### config.mk
export PLATFORM = sky130hd
export DESIGN_NAME = rgb_to_xterm256_index
export DESIGN_NICKNAME = d
export VERILOG_FILES = /design/src/rgb2xt_pkg.sv /design/src/rgb2xt_front.sv /design/src/rgb2xt_decide.sv /design/src/rgb2xt_map.sv /design/src/rgb_to_xterm256_index.sv
export VERILOG_INCLUDE_DIRS = /design/src /design/src/src
export SDC_FILE = /design/constraint.sdc
export NUM_CORES = 1
export LEC_CHECK = 0
export BUFFER_PORTS_ARGS = -buffer_cell sky130_fd_sc_hd__buf_2
export CORE_MARGIN = 3
export CORE_UTILIZATION = 66
export DETAILED_ROUTE_END_ITERATION = 7
export PLACE_DENSITY = 0.86
export SLEW_MARGIN = 0
export SYNTH_ARGS = -nofsm -noshare
export SYNTH_HDL_FRONTEND = slang
export SYNTH_SLANG_ARGS = --single-unit
### constraint.sdc
create_clock -name clk -period 9.1 [get_ports clk]
set_input_delay 0.455 -clock clk [delete_from_list [all_inputs] [get_ports clk]]
set_output_delay 0.455 -clock clk [all_outputs]
set_load 0.02 [all_outputs]
### src/rgb_to_xterm256_index_defines.svh
// ----------------------------------------------------------------------------
// RGB to xterm 256-color index: assertion macros
// Shared check macros for the pixel pipeline, clocked on rising edge and
// disabled while reset is asserted.
// ----------------------------------------------------------------------------
`ifndef RGB_TO_XTERM256_INDEX_DEFINES_SVH
`define RGB_TO_XTERM256_INDEX_DEFINES_SVH

// Same-cycle implication.
`define RGB2XT_ASSERT_NOW(label, clock, resetn, ante, cons) \
    label: assert property (@(posedge clock) disable iff (!resetn) (ante) |-> (cons)) \
        else $error("rgb2xt same-cycle check failed");

// Next-cycle implication.
`define RGB2XT_ASSERT_NEXT(label, clock, resetn, ante, cons) \
    label: assert property (@(posedge clock) disable iff (!resetn) (ante) |=> (cons)) \
        else $error("rgb2xt next-cycle check failed");

`endif

### src/rgb2xt_pkg.sv
// ----------------------------------------------------------------------------
// RGB to xterm 256-color index: package
// Widths, register codes, stage payload types and small lookup functions.
// ----------------------------------------------------------------------------
`default_nettype none

package rgb2xt_pkg;

    localparam int CHAN_W      = 8;
    localparam int IN_DATA_W   = 3 * CHAN_W;
    localparam int OUT_DATA_W  = 8;
    localparam int CFG_INDEX_W = 2;
    localparam int CFG_DATA_W  = 8;
    localparam int LEVEL_W     = 5;
    localparam int POS_W       = 5;
    localparam int RECIP_W     = 17;
    localparam int RECIP_SHIFT = 12;

    localparam logic [7:0] SAT_THRESH_RESET  = 8'd64;
    localparam logic       COLOR_MODE_RESET  = 1'b1;
    localparam logic [4:0] GREY_LEVELS_RESET = 5'd26;
    localparam logic [4:0] GREY_LEVELS_MIN   = 5'd2;
    localparam logic [4:0] GREY_LEVELS_MAX   = 5'd26;

    // Grey ramp: black, 232..255, white.
    localparam logic [4:0] RAMP_LAST     = 5'd25;
    localparam logic [7:0] RAMP_BLACK    = 8'd16;
    localparam logic [7:0] RAMP_WHITE    = 8'd231;
    localparam logic [7:0] RAMP_BASE     = 8'd231;
    localparam logic [7:0] CUBE_BASE     = 8'd16;

    // Midpoints between the cube stops 00, 5f, 87, af, d7, ff.
    localparam logic [7:0] CUBE_MID0 = 8'd47;
    localparam logic [7:0] CUBE_MID1 = 8'd115;
    localparam logic [7:0] CUBE_MID2 = 8'd155;
    localparam logic [7:0] CUBE_MID3 = 8'd195;
    localparam logic [7:0] CUBE_MID4 = 8'd235;

    // BT.709 weights scaled by 2^16.
    localparam logic [15:0] LUMA_WR = 16'd13933;
    localparam logic [15:0] LUMA_WG = 16'd46871;
    localparam logic [15:0] LUMA_WB = 16'd4732;

    typedef enum logic [CFG_INDEX_W-1:0] {
        CFG_SAT_THRESH  = 2'd0,
        CFG_COLOR_MODE  = 2'd1,
        CFG_GREY_LEVELS = 2'd2,
        CFG_UNUSED      = 2'd3
    } cfg_index_t;

    typedef struct packed {
        logic [7:0] hi;
        logic [7:0] diff;
        logic [7:0] luma;
        logic [7:0] cube_idx;
    } front_t;

    typedef struct packed {
        logic             grey_sel;
        logic [POS_W-1:0] scaled;
        logic [7:0]       cube_idx;
    } decide_t;

    function automatic logic [2:0] cube_coord(input logic [7:0] v);
        logic [2:0] c;
        if (v < CUBE_MID0)      c = 3'd0;
        else if (v < CUBE_MID1) c = 3'd1;
        else if (v < CUBE_MID2) c = 3'd2;
        else if (v < CUBE_MID3) c = 3'd3;
        else if (v < CUBE_MID4) c = 3'd4;
        else                    c = 3'd5;
        return c;
    endfunction

    // ceil(25 * 2^12 / (levels - 1)); exact floor of scaled*25/(levels-1)
    // after the shift for every scaled below levels.
    function automatic logic [RECIP_W-1:0] grey_recip(input logic [LEVEL_W-1:0] lv);
        logic [RECIP_W-1:0] m;
        case (lv)
            5'd2:    m = 17'd102400;
            5'd3:    m = 17'd51200;
            5'd4:    m = 17'd34134;
            5'd5:    m = 17'd25600;
            5'd6:    m = 17'd20480;
            5'd7:    m = 17'd17067;
            5'd8:    m = 17'd14629;
            5'd9:    m = 17'd12800;
            5'd10:   m = 17'd11378;
            5'd11:   m = 17'd10240;
            5'd12:   m = 17'd9310;
            5'd13:   m = 17'd8534;
            5'd14:   m = 17'd7877;
            5'd15:   m = 17'd7315;
            5'd16:   m = 17'd6827;
            5'd17:   m = 17'd6400;
            5'd18:   m = 17'd6024;
            5'd19:   m = 17'd5689;
            5'd20:   m = 17'd5390;
            5'd21:   m = 17'd5120;
            5'd22:   m = 17'd4877;
            5'd23:   m = 17'd4655;
            5'd24:   m = 17'd4453;
            5'd25:   m = 17'd4267;
            5'd26:   m = 17'd4096;
            default: m = 17'd4096;
        endcase
        return m;
    endfunction

    function automatic logic [7:0] grey_ramp(input logic [POS_W-1:0] pos);
        logic [7:0] idx;
        if (pos == '0)            idx = RAMP_BLACK;
        else if (pos >= RAMP_LAST) idx = RAMP_WHITE;
        else                      idx = RAMP_BASE + {3'b000, pos};
        return idx;
    endfunction

endpackage

`default_nettype wire

### src/rgb2xt_front.sv
// ----------------------------------------------------------------------------
// RGB to xterm 256-color index: front stage
// Channel max/min, fixed-point luma and cube index; one register stage.
// ----------------------------------------------------------------------------
`default_nettype none

module rgb2xt_front (
    input  wire logic                clk,
    input  wire logic                rst_n,
    input  wire logic                in_valid,
    output logic                     in_ready,
    input  wire logic [7:0]          red,
    input  wire logic [7:0]          green,
    input  wire logic [7:0]          blue,
    output logic                     out_valid,
    input  wire logic                out_ready,
    output rgb2xt_pkg::front_t       out_data
);
    import rgb2xt_pkg::*;

    logic       valid_reg;
    logic       valid_next;
    front_t     data_reg;
    front_t     data_next;
    logic [7:0] hi;
    logic [7:0] lo;
    logic [23:0] luma_sum;
    logic [2:0] cr;
    logic [2:0] cg;
    logic [2:0] cb;

    assign in_ready = !valid_reg || out_ready;

    always_comb
    begin
        hi = red;
        lo = red;
        if (green > hi) hi = green;
        if (blue > hi)  hi = blue;
        if (green < lo) lo = green;
        if (blue < lo)  lo = blue;

        // Weights sum to 2^16, so the sum fits 24 bits.
        luma_sum = 24'(red) * 24'(LUMA_WR) + 24'(green) * 24'(LUMA_WG)
                   + 24'(blue) * 24'(LUMA_WB);

        cr = cube_coord(red);
        cg = cube_coord(green);
        cb = cube_coord(blue);

        data_next.hi       = hi;
        data_next.diff     = hi - lo;
        data_next.luma     = luma_sum[23:16];
        data_next.cube_idx = CUBE_BASE + 8'(cr) * 8'd36 + 8'(cg) * 8'd6 + {5'b00000, cb};

        valid_next = in_ready ? in_valid : valid_reg;
    end

    always_ff @(posedge clk or negedge rst_n)
    begin
        if (!rst_n)
        begin
            valid_reg <= 1'b0;
        end
        else
        begin
            valid_reg <= valid_next;
        end
    end

    always_ff @(posedge clk)
    begin
        if (in_ready && in_valid)
        begin
            data_reg <= data_next;
        end
    end

    assign out_valid = valid_reg;
    assign out_data  = data_reg;

endmodule

`default_nettype wire

### src/rgb2xt_decide.sv
// ----------------------------------------------------------------------------
// RGB to xterm 256-color index: decide stage
// Saturation test by cross-multiplication and grey level scaling.
// ----------------------------------------------------------------------------
`default_nettype none

module rgb2xt_decide (
    input  wire logic                clk,
    input  wire logic                rst_n,
    input  wire logic [7:0]          sat_thresh,
    input  wire logic                color_mode,
    input  wire logic [4:0]          level,
    input  wire logic                in_valid,
    output logic                     in_ready,
    input  wire rgb2xt_pkg::front_t  in_data,
    output logic                     out_valid,
    input  wire logic                out_ready,
    output rgb2xt_pkg::decide_t      out_data
);
    import rgb2xt_pkg::*;

    logic        valid_reg;
    logic        valid_next;
    decide_t     data_reg;
    decide_t     data_next;
    logic [15:0] diff_x255;
    logic [16:0] limit;
    logic [12:0] luma_x_level;

    assign in_ready = !valid_reg || out_ready;

    always_comb
    begin
        // floor(diff*255/hi) <= T  <=>  diff*255 < (T+1)*hi
        diff_x255    = {in_data.diff, 8'h00} - {8'h00, in_data.diff};
        limit        = ({1'b0, sat_thresh} + 9'd1) * in_data.hi;
        luma_x_level = in_data.luma * level;

        data_next.grey_sel = !color_mode || (in_data.hi == '0)
                             || ({1'b0, diff_x255} < limit);
        data_next.scaled   = luma_x_level[12:8];
        data_next.cube_idx = in_data.cube_idx;

        valid_next = in_ready ? in_valid : valid_reg;
    end

    always_ff @(posedge clk or negedge rst_n)
    begin
        if (!rst_n)
        begin
            valid_reg <= 1'b0;
        end
        else
        begin
            valid_reg <= valid_next;
        end
    end

    always_ff @(posedge clk)
    begin
        if (in_ready && in_valid)
        begin
            data_reg <= data_next;
        end
    end

    assign out_valid = valid_reg;
    assign out_data  = data_reg;

endmodule

`default_nettype wire

### src/rgb2xt_map.sv
// ----------------------------------------------------------------------------
// RGB to xterm 256-color index: map stage
// Grey ramp position by reciprocal multiply, final select, output register.
// ----------------------------------------------------------------------------
`default_nettype none

module rgb2xt_map (
    input  wire logic                clk,
    input  wire logic                rst_n,
    input  wire logic [4:0]          level,
    input  wire logic                in_valid,
    output logic                     in_ready,
    input  wire rgb2xt_pkg::decide_t in_data,
    output logic                     out_valid,
    input  wire logic                out_ready,
    output logic [7:0]               palette_index
);
    import rgb2xt_pkg::*;

    logic                       valid_reg;
    logic                       valid_next;
    logic [7:0]                 index_reg;
    logic [7:0]                 index_next;
    logic [POS_W+RECIP_W-1:0]   pos_prod;
    logic [RECIP_W-RECIP_SHIFT+POS_W-1:0] pos_wide;
    logic [POS_W-1:0]           pos;

    assign in_ready = !valid_reg || out_ready;

    always_comb
    begin
        pos_prod = in_data.scaled * grey_recip(level);
        pos_wide = pos_prod[POS_W+RECIP_W-1:RECIP_SHIFT];
        if (pos_wide >= {{(RECIP_W-RECIP_SHIFT){1'b0}}, RAMP_LAST})
            pos = RAMP_LAST;
        else
            pos = pos_wide[POS_W-1:0];

        index_next = in_data.grey_sel ? grey_ramp(pos) : in_data.cube_idx;
        valid_next = in_ready ? in_valid : valid_reg;
    end

    always_ff @(posedge clk or negedge rst_n)
    begin
        if (!rst_n)
        begin
            valid_reg <= 1'b0;
        end
        else
        begin
            valid_reg <= valid_next;
        end
    end

    always_ff @(posedge clk)
    begin
        if (in_ready && in_valid)
        begin
            index_reg <= index_next;
        end
    end

    assign out_valid     = valid_reg;
    assign palette_index = index_reg;

endmodule

`default_nettype wire

### src/rgb_to_xterm256_index.sv
// ----------------------------------------------------------------------------
// RGB to xterm 256-color index: top level
// Maps 8-bit RGB pixels to xterm palette indexes through a three-stage pipe.
// ----------------------------------------------------------------------------
// Usage:
//   s_axis carries one pixel per request: red, green, blue from the low bits.
//   m_axis returns one palette index per pixel, in order.
//   cfg writes registers: 0 saturation threshold, 1 color mode, 2 grey level
//   count (clamped to 2..26 internally); index 3 is ignored. cfg_ready is
//   always high; write only while no pixel is in flight.
// Pipeline: three register stages, front, decide and map; each pixel's
//   index reaches m_axis through them in that order.
// Throughput: one pixel per cycle while m_axis_tready is high, over stages
//   (front: max/min, luma, cube index; decide: saturation compare and grey
//   scaling; map: ramp position and output register).
// Stall: each stage holds its request while the next one is full and
//   stalled; empty stages still fill, so a stalled receiver backs up the
//   pipe one stage at a time and nothing is dropped or repeated.
// Reset: rst_n clears all valid bits and loads the register defaults
//   (threshold 64, color mode on, 26 grey levels). No clearing pass.
// ----------------------------------------------------------------------------
`default_nettype none

`include "rgb_to_xterm256_index_defines.svh"

module rgb_to_xterm256_index (
    input  wire logic                                  clk,
    input  wire logic                                  rst_n,
    // Pixel in: [7:0] red, [15:8] green, [23:16] blue
    input  wire logic                                  s_axis_tvalid,
    output logic                                       s_axis_tready,
    input  wire logic [rgb2xt_pkg::IN_DATA_W-1:0]      s_axis_tdata,
    // Index out: [7:0] palette_index
    output logic                                       m_axis_tvalid,
    input  wire logic                                  m_axis_tready,
    output logic [rgb2xt_pkg::OUT_DATA_W-1:0]          m_axis_tdata,
    // Register writes
    input  wire logic                                  cfg_valid,
    output logic                                       cfg_ready,
    input  wire logic [rgb2xt_pkg::CFG_INDEX_W-1:0]    cfg_index,
    input  wire logic [rgb2xt_pkg::CFG_DATA_W-1:0]     cfg_data
);
    import rgb2xt_pkg::*;

    logic [7:0] sat_thresh_reg;
    logic [7:0] sat_thresh_next;
    logic       color_mode_reg;
    logic       color_mode_next;
    logic [4:0] grey_levels_reg;
    logic [4:0] grey_levels_next;
    logic [4:0] level;

    logic       front_valid;
    logic       front_ready;
    front_t     front_data;
    logic       dec_valid;
    logic       dec_ready;
    decide_t    dec_data;

    // Configuration registers; writes always accepted.
    assign cfg_ready = 1'b1;

    always_comb
    begin
        sat_thresh_next  = sat_thresh_reg;
        color_mode_next  = color_mode_reg;
        grey_levels_next = grey_levels_reg;
        if (cfg_valid)
        begin
            case (cfg_index_t'(cfg_index))
                CFG_SAT_THRESH:  sat_thresh_next  = cfg_data;
                CFG_COLOR_MODE:  color_mode_next  = cfg_data[0];
                CFG_GREY_LEVELS: grey_levels_next = cfg_data[4:0];
                default:         ;
            endcase
        end
    end

    always_ff @(posedge clk or negedge rst_n)
    begin
        if (!rst_n)
        begin
            sat_thresh_reg  <= SAT_THRESH_RESET;
            color_mode_reg  <= COLOR_MODE_RESET;
            grey_levels_reg <= GREY_LEVELS_RESET;
        end
        else
        begin
            sat_thresh_reg  <= sat_thresh_next;
            color_mode_reg  <= color_mode_next;
            grey_levels_reg <= grey_levels_next;
        end
    end

    // Clamp the level count into the usable ramp range.
    always_comb
    begin
        if (grey_levels_reg < GREY_LEVELS_MIN)
            level = GREY_LEVELS_MIN;
        else if (grey_levels_reg > GREY_LEVELS_MAX)
            level = GREY_LEVELS_MAX;
        else
            level = grey_levels_reg;
    end

    rgb2xt_front u_front (
        .clk       (clk),
        .rst_n     (rst_n),
        .in_valid  (s_axis_tvalid),
        .in_ready  (s_axis_tready),
        .red       (s_axis_tdata[7:0]),
        .green     (s_axis_tdata[15:8]),
        .blue      (s_axis_tdata[23:16]),
        .out_valid (front_valid),
        .out_ready (front_ready),
        .out_data  (front_data)
    );

    rgb2xt_decide u_decide (
        .clk        (clk),
        .rst_n      (rst_n),
        .sat_thresh (sat_thresh_reg),
        .color_mode (color_mode_reg),
        .level      (level),
        .in_valid   (front_valid),
        .in_ready   (front_ready),
        .in_data    (front_data),
        .out_valid  (dec_valid),
        .out_ready  (dec_ready),
        .out_data   (dec_data)
    );

    rgb2xt_map u_map (
        .clk           (clk),
        .rst_n         (rst_n),
        .level         (level),
        .in_valid      (dec_valid),
        .in_ready      (dec_ready),
        .in_data       (dec_data),
        .out_valid     (m_axis_tvalid),
        .out_ready     (m_axis_tready),
        .palette_index (m_axis_tdata)
    );

    // An empty output stage means every stage can take a request.
    `RGB2XT_ASSERT_NOW(a_empty_out_ready, clk, rst_n, !m_axis_tvalid, s_axis_tready)
    // A ready receiver lets the whole pipe advance.
    `RGB2XT_ASSERT_NOW(a_sink_ready_prop, clk, rst_n, m_axis_tready, s_axis_tready)
    // Greyscale-only mode yields only ramp indexes.
    `RGB2XT_ASSERT_NOW(a_grey_only, clk, rst_n, m_axis_tvalid && !color_mode_reg,
        m_axis_tdata == RAMP_BLACK || m_axis_tdata == RAMP_WHITE || m_axis_tdata > RAMP_BASE)
    // Nothing appears at the output unless the stage before held a pixel.
    `RGB2XT_ASSERT_NEXT(a_no_phantom, clk, rst_n, !m_axis_tvalid && !dec_valid, !m_axis_tvalid)

endmodule

`default_nettype wire

==> results.toml <==
[clocking]
cts_hold_buffers = 0
clock-sinks = 71
cts-root-buf = "clkbuf_16"
clkLatencyLatePin_ns = 0.34
cts_made_buffers = 9
htree_levels = 3
cts_resized = 0
cts_tree = "built"
cts_setup_buffers = 0
clk_pin_slew_worst_paths_ns = 0.06
cts_max_path_buffers = 2

[sta]
tightest_slew_ns = 0.918
hold_viol = 0
fin_setup_tns_ns = 0
fmax_mhz = 119
min_period_ns = 8.40
timing.slew.headroom_pct = 38.3
fin_skew_ns = 0.00667
timing.final.crit_share_pct = 92.3
rsz0062_at_grt = "no"
setup_viol = 0
drv_slew = 0

[drt]
viasPerCell = 5.84
drtIter0Drc = 937
postRouteAntennaNets = 0
vias = 13200
totalWireLength_mm = 40.1
wl_per_cell_um = 17.7
remaining_drc_errors = 0
drt-pass1-iter-count = 7

[cells_and_area]
largest_reg_flops = 32
finalNetCount = 2521
area_delta_synth_final_pct = 4.65
most-common-layout-cells = "inv_1, ha_1, fa_1"
layout_commonest_cell = "inv_1"
design_area_mm2 = 0.0185
antenna_cells = 0
drive_above_1_share_pct = 6.43

[floorplanning]
ios = 50
start_util_pct = 67.6
core_mm2 = 0.0262
die_w_um = 170
die_y_um = 170
std_cell_rows = 59
dieArea_mm2 = 0.0288

[worst_setup_path]
critPathLaunchType = "flop"
path_buf_inv = 3
end_kind = "flop"
crit_family = "compound AO/OA/AOI/OAI gates"
reg2reg_from = "grey_levels_reg[3]$_DFFE_PN1P_"
crit_type = "reg -> reg"
critPathMaxFanout = 21
crit_path_start = "grey_levels_reg[3]$_DFFE_PN1P_"
critical-path-max-stage-delay_ns = 0.74
arrival_ns = 8.49
required_ns = 9.19
critical-path-slowest-cell = "dfstp_2"

[placed_design]
hpwl_mm = 33.7
place.gp.congestion = 1.01
dpl_cell_area_mm2 = 0.0183
port_buffers = 48

[synth]
syn_area_mm2 = 0.0177
ys.flop_type = "edfxtp_1"
syn-instance-count = 1892
async_flop_share_pct = 23.9
ys_seq_area_share_pct = 11.6
synth_fp_nets = 2490
ys_ff_latch = 71
synth_cell_types = 77
synth_warnings = 0
synth_edf_count = 54
syn_avg_cell_area_um2 = 9.36

[flow_run]
cap_violations = 0

[global_routing]
grt_pass1_wl_mm = 68.0
grt_pass1_vias = 14300
antenna_found_initial = 0
grt_usage_pct = 29.1
overflow = 0
grt_max_degree = 33

[run_status]
outcome = "finished, final reports clean"

[hold_path]
hold_class = "in -> async"
[synth_stat cells, types with 4 or more instances]
cell      number  area (um^2)
a31oi_1        4         25.0
a21o_1        26          195
o21a_1        21          158
nand2_1      125          469
nand3_1       22          110
ha_1         316         3950
nor4_1         6         37.5
and2_1        80          500
nand4_1        6         37.5
or2_2          8         50.1
fa_1         243         4860
nor3_1        21          105
a21boi_0       5         37.5
inv_1        400         1500
nor3b_1        4         30.0
dfstp_2        5          131
dfrtp_1       12          300
o21ai_1        5         25.0
xnor2_1       46          403
mux2i_1       15          150
nand2b_1      22          138
o21ai_0       47          235
nor2b_1       51          319
o21bai_1      14          105
o41ai_1        4         35.0
or3_1          7         43.8
clkbuf_1      26         97.6
xor2_1        25          219
a21oi_1       81          405
mux2_2        25          282
edfxtp_1      54         1620
and3_1         9         56.3
o211ai_1       9         67.6
nor2_1        72          270
o31ai_1        4         30.0
a211oi_1      12         90.1
[final cells by class]
| cell class | count | area, um^2 |
|---|---|---|
| Sequential cell | 71 | 2050 |
| Fill cell | 1902 | 7680 |
| Inverter | 401 | 1510 |
| Clock inverter | 4 | 22.5 |
| Multi-Input combinational cell | 1386 | 14000 |
| Clock buffer | 12 | 246 |
| Timing Repair Buffer | 54 | 285 |
| Tap cell | 335 | 419 |
[metrics by stage]
| stage | hold WS (ns) | setup WS, ns | util, % | std cells |
|---|---|---|---|---|
| 2_1_floorplan | 0.159 | 0.831 | - | 1892 |
| 3_3_place_gp | 0.405 | 1.09 | 69.7 | 2247 |
| 3_5_place_dp | 0.406 | 0.855 | 69.7 | 2247 |
| 4_1_cts | 0.0698 | 0.809 | 70.7 | 2263 |
| 5_1_grt | 0.0884 | 0.155 | 70.7 | 2263 |
| 6_report | 0.0688 | 0.697 | 70.7 | 2263 |
[logic make-up after synthesis]
family	after synthesis	share of synthesized area, %
buf+inv	435	9.35
mux	40	2.44
flops	71	11.6
fa+ha+maj	559	49.8
simple gates	438	12.5
other cells	1	0.0212
compound gates	277	10.8
xor+xnor	71	3.51
[worst reg2reg max path: cells and delay by family (launching register included)]
family          cells  cell delay, ns
compound gates     13            2.79
buf+inv             3            0.27
fa+ha+maj           6            2.45
flops               1            0.74
simple gates        6            1.92
[path summary, 6_finish.rpt]
| kind | to | slack (ns) | cells after the start |
|---|---|---|---|
| min | u_map.out_valid$_DFFE_PN0P_ | 0.07 | 1 |
| max in group asynchronous | grey_levels_reg[3]$_DFFE_PN1P_ | 8.68 | 1 |
| min in group clk | sat_thresh_reg[7]$_DFFE_PN0P_ | 0.35 | 2 |
| max reg2reg | u_map.palette_index[7]$_DFFE_PP_ | 0.70 | 28 |
| min reg2reg | u_decide.out_data[1]$_DFFE_PP_ | 0.41 | 0 |
| max | u_map.palette_index[7]$_DFFE_PP_ | 0.70 | 28 |
[per-layer routing]
layer / part of all wire, % / global-route usage [%]
met3: 6.8 / 3.66
met2: 50 / 51.0
met5: 0 / 0
met1: 40 / 37.7
met4: 2.9 / 9.10
Power is left out: the tool's default activity adds up to more than one toggle a clock period on the data nets, which glitch-free logic cannot reach.
